## config.mk

```make
export PLATFORM = sky130hd
export DESIGN_NAME = pcap_stream_deframer
export DESIGN_NICKNAME = d
export VERILOG_FILES = /design/src/rtl/pcapdf_pkg.sv /design/src/rtl/pcap_stream_deframer.sv /design/src/rtl/pcapdf_front.sv /design/src/rtl/pcapdf_queue.sv /design/src/rtl/pcapdf_back.sv
export SDC_FILE = /design/constraint.sdc
export NUM_CORES = 1
export LEC_CHECK = 0
export ABC_AREA = 1
export BUFFER_PORTS_ARGS = -buffer_cell sky130_fd_sc_hd__buf_2
export CAP_MARGIN = 20
export CORE_ASPECT_RATIO = 0.5
export CORE_MARGIN = 2
export CORE_UTILIZATION = 55
export DETAILED_ROUTE_END_ITERATION = 8
export PLACE_DENSITY = 0.74
export REMOVE_ABC_BUFFERS = 1
export SLEW_MARGIN = 30
export SYNTH_ARGS = -nofsm -noshare
export SYNTH_HDL_FRONTEND = slang
export SYNTH_SLANG_ARGS = --single-unit
export TNS_END_PERCENT = 100
```

## constraint.sdc

```tcl
create_clock -name clk -period 15.7 [get_ports clk]
set_input_delay 1.57 -clock clk [delete_from_list [all_inputs] [get_ports clk]]
set_output_delay 1.57 -clock clk [all_outputs]
set_load 0.02 [all_outputs]
```

## src/rtl/pcapdf_pkg.sv

```systemverilog
// ----------------------------------------------------------------------------
// pcapdf_pkg
// Shared types and constants for the pcap stream deframer.
// ----------------------------------------------------------------------------
package pcapdf_pkg;

  localparam int unsigned BUFFER_BYTES_DEF = 65536;
  localparam int unsigned QUEUE_DEPTH_DEF  = 2;

  localparam logic [31:0] MAGIC_NORMAL  = 32'ha1b2c3d4;
  localparam logic [31:0] MAGIC_SWAPPED = 32'hd4c3b2a1;
  localparam logic [16:0] MAX_CAP_RESET = 17'h10000;

  localparam logic [4:0] POS_MAGIC_END  = 5'd3;
  localparam logic [4:0] POS_SNAP_END   = 5'd19;
  localparam logic [4:0] POS_GLOBAL_END = 5'd23;
  localparam logic [4:0] POS_SECS_END   = 5'd3;
  localparam logic [4:0] POS_USECS_END  = 5'd7;
  localparam logic [4:0] POS_CAP_END    = 5'd11;
  localparam logic [4:0] POS_RECORD_END = 5'd15;

  typedef enum logic [1:0] {
    PH_GLOBAL  = 2'd0,
    PH_RECORD  = 2'd1,
    PH_PAYLOAD = 2'd2,
    PH_HALT    = 2'd3
  } phase_t;

  typedef enum logic [2:0] {
    KIND_GLOBAL  = 3'd0,
    KIND_RECORD  = 3'd1,
    KIND_PAYLOAD = 3'd2,
    KIND_END     = 3'd3,
    KIND_ERROR   = 3'd4
  } kind_t;

  typedef enum logic [1:0] {
    ERR_NONE      = 2'd0,
    ERR_MAGIC     = 2'd1,
    ERR_CAP_LEN   = 2'd2,
    ERR_TRUNCATED = 2'd3
  } err_t;

  typedef struct packed {
    kind_t       kind;
    logic        swapped;
    logic [31:0] link;
    logic [31:0] snap;
    logic [31:0] secs;
    logic [31:0] usecs;
    logic [31:0] orig_len;
    logic [16:0] cap_len;
    logic [7:0]  pbyte;
    logic        last;
    err_t        err;
  } res_t;

  function automatic logic [31:0] byte_reverse(input logic [31:0] v);
    return {v[7:0], v[15:8], v[23:16], v[31:24]};
  endfunction

endpackage

```

## src/rtl/pcap_stream_deframer.sv

```systemverilog
// ----------------------------------------------------------------------------
// pcap_stream_deframer
// Parses a pcap savefile byte stream into header, record and payload results.
// ----------------------------------------------------------------------------
// Usage:
//   Input channel (in_valid/in_ready): one stream byte per transfer, or a
//   transfer with stream_end set when the connection closes.
//   Config channel (cfg_valid/cfg_ready): writes max_capture_length; always
//   ready, write only while the block is idle. Reset value is 65536.
//   Output channel (out_valid/out_ready): at most one result per input
//   transfer: global header, record header, payload byte (last marked),
//   clean end or error.
// Throughput: one byte per cycle while the queue has space, set by the
//   single-cycle byte parser. A result is written to the queue by the input
//   transfer that caused it, then loaded into the output register.
// Stall: when the receiver holds out_ready low the output register keeps its
//   result, the queue behind it absorbs up to QUEUE_DEPTH more, and then
//   in_ready drops until space frees up.
// Reset: the parser returns to the global header, the queue and output
//   register empty. After an error or a clean end the parser swallows every
//   further byte without a result until the next reset.
// ----------------------------------------------------------------------------
module pcap_stream_deframer import pcapdf_pkg::*; #(
  parameter int unsigned BUFFER_BYTES = BUFFER_BYTES_DEF,
  parameter int unsigned QUEUE_DEPTH  = QUEUE_DEPTH_DEF
) (
  input  logic               clk,
  input  logic               rst,
  // input byte stream
  input  logic               in_valid,
  output logic               in_ready,
  input  logic [7:0]         stream_byte,
  input  logic               stream_end,
  // configuration write
  input  logic               cfg_valid,
  output logic               cfg_ready,
  input  logic [16:0]        max_capture_length,
  // results
  output logic               out_valid,
  input  logic               out_ready,
  output logic [2:0]         result_kind,
  output logic               byte_order_swapped,
  output logic [31:0]        link_type,
  output logic [31:0]        snap_length,
  output logic signed [31:0] ts_seconds,
  output logic signed [31:0] ts_microseconds,
  output logic [31:0]        original_length,
  output logic [16:0]        capture_length,
  output logic [7:0]         payload_byte,
  output logic               last_payload,
  output logic [1:0]         error_code
);

  logic push, q_full, q_valid, q_pop;
  res_t push_data, q_data, out_data;

  assign cfg_ready = 1'b1;

  // front: byte parser
  pcapdf_front #(
    .BUFFER_BYTES(BUFFER_BYTES)
  ) u_front (
    .clk        (clk),
    .rst        (rst),
    .in_valid   (in_valid),
    .in_ready   (in_ready),
    .stream_byte(stream_byte),
    .stream_end (stream_end),
    .cfg_valid  (cfg_valid),
    .cfg_data   (max_capture_length),
    .q_full     (q_full),
    .push       (push),
    .push_data  (push_data)
  );

  // decoupling queue
  pcapdf_queue #(
    .DEPTH(QUEUE_DEPTH)
  ) u_queue (
    .clk      (clk),
    .rst      (rst),
    .push     (push),
    .push_data(push_data),
    .full     (q_full),
    .pop      (q_pop),
    .q_valid  (q_valid),
    .q_data   (q_data)
  );

  // back: output register
  pcapdf_back u_back (
    .clk      (clk),
    .rst      (rst),
    .q_valid  (q_valid),
    .q_data   (q_data),
    .q_pop    (q_pop),
    .out_valid(out_valid),
    .out_ready(out_ready),
    .out_data (out_data)
  );

  assign result_kind        = out_data.kind;
  assign byte_order_swapped = out_data.swapped;
  assign link_type          = out_data.link;
  assign snap_length        = out_data.snap;
  assign ts_seconds         = out_data.secs;
  assign ts_microseconds    = out_data.usecs;
  assign original_length    = out_data.orig_len;
  assign capture_length     = out_data.cap_len;
  assign payload_byte       = out_data.pbyte;
  assign last_payload       = out_data.last;
  assign error_code         = out_data.err;

endmodule

```

## src/rtl/pcapdf_front.sv

```systemverilog
// ----------------------------------------------------------------------------
// pcapdf_front
// Byte parser: assembles header words, checks them and emits result records.
// ----------------------------------------------------------------------------
module pcapdf_front import pcapdf_pkg::*; #(
  parameter int unsigned BUFFER_BYTES = BUFFER_BYTES_DEF
) (
  input  logic        clk,
  input  logic        rst,
  input  logic        in_valid,
  output logic        in_ready,
  input  logic [7:0]  stream_byte,
  input  logic        stream_end,
  input  logic        cfg_valid,
  input  logic [16:0] cfg_data,
  input  logic        q_full,
  output logic        push,
  output res_t        push_data
);

  localparam logic [16:0] BUF_LIMIT = 17'(BUFFER_BYTES);

  phase_t      phase, phase_next;
  logic [4:0]  cnt, cnt_next;
  logic [31:0] word, word_next;
  logic        swap, swap_next;
  logic [31:0] snap, snap_next;
  logic [31:0] link, link_next;
  logic [31:0] secs, secs_next;
  logic [31:0] usecs, usecs_next;
  logic [16:0] remaining, remaining_next;
  logic        magic_bad, magic_bad_next;
  logic        cap_bad, cap_bad_next;
  logic [16:0] max_cap;

  logic        accept;
  logic [31:0] word_asm;
  logic [31:0] fw;
  logic [16:0] limit;

  assign in_ready = !q_full;
  assign accept   = in_valid && !q_full;
  assign limit    = (max_cap < BUF_LIMIT) ? max_cap : BUF_LIMIT;

  always_comb begin
    word_asm = (cnt[1:0] == 2'd0) ? {24'd0, stream_byte}
             : (word | ({24'd0, stream_byte} << {cnt[1:0], 3'b000}));
    fw = swap ? byte_reverse(word_asm) : word_asm;
  end

  always_comb begin
    phase_next     = phase;
    cnt_next       = cnt;
    word_next      = word;
    swap_next      = swap;
    snap_next      = snap;
    link_next      = link;
    secs_next      = secs;
    usecs_next     = usecs;
    remaining_next = remaining;
    magic_bad_next = magic_bad;
    cap_bad_next   = cap_bad;
    push           = 1'b0;
    push_data      = '0;
    if (accept) begin
      unique case (phase) inside
        PH_HALT: begin
        end
        PH_PAYLOAD: begin
          if (stream_end) begin
            push           = 1'b1;
            push_data.kind = KIND_ERROR;
            push_data.err  = ERR_TRUNCATED;
            phase_next     = PH_HALT;
          end else begin
            push            = 1'b1;
            push_data.kind  = KIND_PAYLOAD;
            push_data.pbyte = stream_byte;
            push_data.last  = (remaining <= 17'd1);
            if (remaining <= 17'd1) begin
              remaining_next = '0;
              phase_next     = PH_RECORD;
              cnt_next       = '0;
            end else begin
              remaining_next = remaining - 17'd1;
            end
          end
        end
        PH_GLOBAL, PH_RECORD: begin
          if (stream_end) begin
            push       = 1'b1;
            phase_next = PH_HALT;
            if (cnt == 5'd0) begin
              push_data.kind = KIND_END;
            end else begin
              push_data.kind = KIND_ERROR;
              push_data.err  = ERR_TRUNCATED;
            end
          end else begin
            word_next = word_asm;
            cnt_next  = cnt + 5'd1;
            if (phase == PH_GLOBAL) begin
              if (cnt == POS_MAGIC_END) begin
                swap_next      = (word_asm == MAGIC_SWAPPED);
                magic_bad_next = (word_asm != MAGIC_NORMAL) && (word_asm != MAGIC_SWAPPED);
              end else if (cnt == POS_SNAP_END) begin
                snap_next = fw;
              end else if (cnt == POS_GLOBAL_END) begin
                link_next = fw;
                push      = 1'b1;
                if (magic_bad) begin
                  push_data.kind = KIND_ERROR;
                  push_data.err  = ERR_MAGIC;
                  phase_next     = PH_HALT;
                end else begin
                  push_data.kind    = KIND_GLOBAL;
                  push_data.swapped = swap;
                  push_data.link    = fw;
                  push_data.snap    = snap;
                  phase_next        = PH_RECORD;
                  cnt_next          = '0;
                end
              end
            end else begin
              if (cnt == POS_SECS_END) begin
                secs_next = fw;
              end else if (cnt == POS_USECS_END) begin
                usecs_next = fw;
              end else if (cnt == POS_CAP_END) begin
                // zero or over the smaller of max_cap and the buffer limit is rejected at header end
                if ((fw == 32'd0) || (fw > {15'd0, limit})) begin
                  cap_bad_next   = 1'b1;
                  remaining_next = '0;
                end else begin
                  cap_bad_next   = 1'b0;
                  remaining_next = fw[16:0];
                end
              end else if (cnt == POS_RECORD_END) begin
                push = 1'b1;
                if (cap_bad) begin
                  push_data.kind = KIND_ERROR;
                  push_data.err  = ERR_CAP_LEN;
                  phase_next     = PH_HALT;
                end else begin
                  push_data.kind     = KIND_RECORD;
                  push_data.swapped  = swap;
                  push_data.secs     = secs;
                  push_data.usecs    = usecs;
                  push_data.orig_len = fw;
                  push_data.cap_len  = remaining;
                  phase_next         = PH_PAYLOAD;
                  cnt_next           = '0;
                end
              end
            end
          end
        end
        default: begin
        end
      endcase
    end
  end

  always_ff @(posedge clk) begin
    if (rst) begin
      phase     <= PH_GLOBAL;
      cnt       <= '0;
      word      <= '0;
      swap      <= 1'b0;
      snap      <= '0;
      link      <= '0;
      secs      <= '0;
      usecs     <= '0;
      remaining <= '0;
      magic_bad <= 1'b0;
      cap_bad   <= 1'b0;
      max_cap   <= MAX_CAP_RESET;
    end else begin
      phase     <= phase_next;
      cnt       <= cnt_next;
      word      <= word_next;
      swap      <= swap_next;
      snap      <= snap_next;
      link      <= link_next;
      secs      <= secs_next;
      usecs     <= usecs_next;
      remaining <= remaining_next;
      magic_bad <= magic_bad_next;
      cap_bad   <= cap_bad_next;
      if (cfg_valid) begin
        max_cap <= cfg_data;
      end
    end
  end

endmodule

```

## src/rtl/pcapdf_queue.sv

```systemverilog
// ----------------------------------------------------------------------------
// pcapdf_queue
// Short register queue of result records between parser and output stage.
// ----------------------------------------------------------------------------
module pcapdf_queue import pcapdf_pkg::*; #(
  parameter int unsigned DEPTH = QUEUE_DEPTH_DEF
) (
  input  logic clk,
  input  logic rst,
  input  logic push,
  input  res_t push_data,
  output logic full,
  input  logic pop,
  output logic q_valid,
  output res_t q_data
);

  localparam int unsigned PW = (DEPTH > 1) ? $clog2(DEPTH) : 1;
  localparam int unsigned CW = $clog2(DEPTH + 1);
  localparam logic [PW-1:0] LAST_PTR = PW'(DEPTH - 1);
  localparam logic [CW-1:0] FULL_CNT = CW'(DEPTH);

  res_t          entries [DEPTH];
  logic [PW-1:0] wr_ptr, rd_ptr;
  logic [CW-1:0] count;
  logic          do_push, do_pop;

  assign full    = (count == FULL_CNT);
  assign q_valid = (count != '0);
  assign q_data  = entries[rd_ptr];
  assign do_push = push && !full;
  assign do_pop  = pop && q_valid;

  always_ff @(posedge clk) begin
    if (do_push) begin
      entries[wr_ptr] <= push_data;
    end
  end

  always_ff @(posedge clk) begin
    if (rst) begin
      wr_ptr <= '0;
      rd_ptr <= '0;
      count  <= '0;
    end else begin
      if (do_push) begin
        wr_ptr <= (wr_ptr == LAST_PTR) ? '0 : wr_ptr + PW'(1);
      end
      if (do_pop) begin
        rd_ptr <= (rd_ptr == LAST_PTR) ? '0 : rd_ptr + PW'(1);
      end
      if (do_push && !do_pop) begin
        count <= count + CW'(1);
      end else if (do_pop && !do_push) begin
        count <= count - CW'(1);
      end
    end
  end

endmodule

```

## src/rtl/pcapdf_back.sv

```systemverilog
// ----------------------------------------------------------------------------
// pcapdf_back
// Output stage: registers one result record and holds it until transferred.
// ----------------------------------------------------------------------------
module pcapdf_back import pcapdf_pkg::*; (
  input  logic clk,
  input  logic rst,
  input  logic q_valid,
  input  res_t q_data,
  output logic q_pop,
  output logic out_valid,
  input  logic out_ready,
  output res_t out_data
);

  logic load;

  assign load  = !out_valid || out_ready;
  assign q_pop = q_valid && load;

  always_ff @(posedge clk) begin
    if (rst) begin
      out_valid <= 1'b0;
    end else if (load) begin
      out_valid <= q_valid;
    end
  end

  always_ff @(posedge clk) begin
    if (q_pop) begin
      out_data <= q_data;
    end
  end

endmodule

```

==> run metrics <==
clk root buf clkbuf_16; Sum Neg Setup Slack 0 ps; simple-gate share of the synthesized area 0.180; Final setup viols 0; cts repair resizes 0; post-synth top area cell edfxtp_1; CTS tree done; via count 20100; post-synthesis compound-gate area fraction 0.0664; period utilization 0.349; antenna violations before repair 0; Synth Cell Area 30000 sq um; drt first pass iters 5; Seq/Total Area, Yosys 0.694; synth warn 0; post-DP HPWL 42.3 mm; startpoint type of the worst setup path register; per-cell routed wire length 18.6 microns; Worst Max-Slew Pin Slew 948 ps; Area Growth Syn to Fin 11.9%; fmax 182 MHz; largest family of logic cells by synthesized area simple AND/OR/NAND/NOR gates; Hold WC Path Type register to register; final hold violations 0; DRC 0; largest net degree at the start of global routing 132; final WL 69.0 mm; setup bufs post-CTS 0; hold buffer count at CTS 0; first-pass GRT wire length roughly 110 mm; port bufs 224; Peak VDD IR 0.000102 V; core area 53800 sq um; Clk pin slew, worst setup/hold paths about 70 ps; ANT cells 0; number of global-route vias before repair 19200; Starting Density 0.558; cells after synthesis 2780; mux contribution to synthesized area 0; clock tree sinks 753; maximum fanout along the worst path 70; fin. max-slew vios 0; shortest period the worst path allows 5480 ps; XOR/XNOR Fraction of Synth Area 0.00438; chip height 169 microns; Clock Tree Buf Depth 3; clk_lat worst skew 640 ps; GRT Residual Overflow 0; Top Ports 226; Avg Cell Area, Syn 10.8 sq um; number of max-cap violations 0; hold path depth 2; die width 334 microns; top_reg_cell synth edfxtp_1; CTS H-tree depth 2; std cell rows 60; crit path kind register to register; Synth Register Bits 753; Netlist cell types 45; total chip power 0.00622 W; all-layer global routing usage 0.241; WP data required 15950 ps; critical path arrival 5740 ps; clk_skew ~27 ps; Yosys top cell area share 0.576; EDFF count, synth ~580; fin nets 3003; design area 33600 sq um; vias per cell 5.42; Leak 13.4 nW; Num CTS Buffers 61; DRT iter0 DRCs between 2000 and 2500; Post-DP Area ~32000 sq um; GPL Wtd Cong 0.919; die area roughly 57000 sq um; ranking of synthesized cells by area edfxtp_1 (58%), dfxtp_1 (12%), nand2_1 (10%); flop2flop setup slack between 10000 and 15000 ps; Reg2Reg Depth 13; ys async rst share 0; share of cells above drive strength 1 0.138; RSZ-0062 raised after global routing false; Power Dens Cells 185 nW/um^2; Synth Area in Adders 0.0100; outcome finished clean; Post-DRT Antenna Nets 0; endpoint type of the worst setup path register; max_slew headroom 0.368
## layout make-up
cell class | instances | area (sq um)
timing repair buffer | 248 | 1340
multi-input combinational | 1715 | 7900
sequential | 753 | 20800
clock buffer | 85 | 1650
clock inverter | 31 | 300
inverter | 169 | 652
tap | 713 | 892
fill | 4164 | 20200
## path summary, 6_finish.rpt
path                       from                endpoint
min reg2reg  u_front.max_cap[0]      u_front.max_cap[0]
max              u_front.cnt[0]  u_queue.entries[0][61]
max reg2reg      u_front.cnt[0]  u_queue.entries[0][61]
min          u_front.max_cap[0]      u_front.max_cap[0]
## power breakdown
part	internal [W]	leakage (nW)	total, W	switching [W]
sequential	0.00275	7.15	0.00290	0.000154
combinational	0.000432	5.29	0.00181	0.00137
clock	0.000817	0.946	0.00151	0.000693
## flip-flops by register name, summed over array words and instances, names as in the netlist
register / flops
u_back.out_data: 192
u_back.out_valid: 1
u_front.cap_bad: 1
u_front.cnt: 5
u_front.magic_bad: 1
u_front.max_cap: 17
u_front.phase: 2
u_front.remaining: 17
u_front.secs: 32
u_front.snap: 32
u_front.swap: 1
u_front.usecs: 32
u_front.word: 32
u_queue.count: 2
u_queue.entries: 384
u_queue.rd_ptr: 1
u_queue.wr_ptr: 1
## Yosys cell counts, types with 29 or more instances
master	number
clkbuf_1	91
o21ai_1	30
a21oi_1	186
nand4_1	29
dfxtp_1	177
edfxtp_1	576
nor2_1	292
nand3_1	68
inv_1	158
nand2_1	802
o21ai_0	153
## layout by cell type (no fill, tap or decap), drive strengths merged, types with 26 or more instances in the layout
| cell type | count |
|---|---|
| nand2 | 834 |
| o21ai | 188 |
| nor2 | 298 |
| nor3 | 26 |
| dfxtp | 177 |
| nand4 | 29 |
| a21oi | 186 |
| clkbuf | 85 |
| clkinv | 26 |
| nand3 | 80 |
| buf | 248 |
| edfxtp | 576 |
| inv | 168 |
## layer usage
layer  track usage  up-vias  wire length (microns)
met5             0        -                      0
met4        0.0748        0                   1850
met3        0.0431      114                   4760
met2         0.403      650                  33700
met1         0.325     9672                  28700
li1              -     9681                      -
## cells by family after synthesis
kind of cell               after synthesis
AOI/OAI and AO/OA                      386
xor gates and xnor gates                15
adders and majority gates               24
and+or+nand+nor                       1289
DFF                                    753
other                                    1
buffers and inverters                  312
## through the flow
step           utilization  hold WS (ps)  std cells  setup WS [ps]
2_1_floorplan            -           434       2637           3270
3_3_place_gp         0.586           450       3594           9500
3_5_place_dp         0.587           451       3598           9840
4_1_cts              0.624           466       3714           9940
5_1_grt              0.624           489       3714           9910
6_report             0.624           465       3714          10220
## worst max-delay path, cell delays in order, from the launching register on
cell and delay [ps]:
dfxtp_1 580, ha_1 410, nand2_1 100, nor2_1 60, nand2_1 130, nand2_1 570
nor3_2 500, inv_1 120, nand3_1 100, nand2_1 150, nor2_4 160, buf_4 660
buf_6 650, buf_4 810
Note: power is estimated with default switching activity, not from simulation.
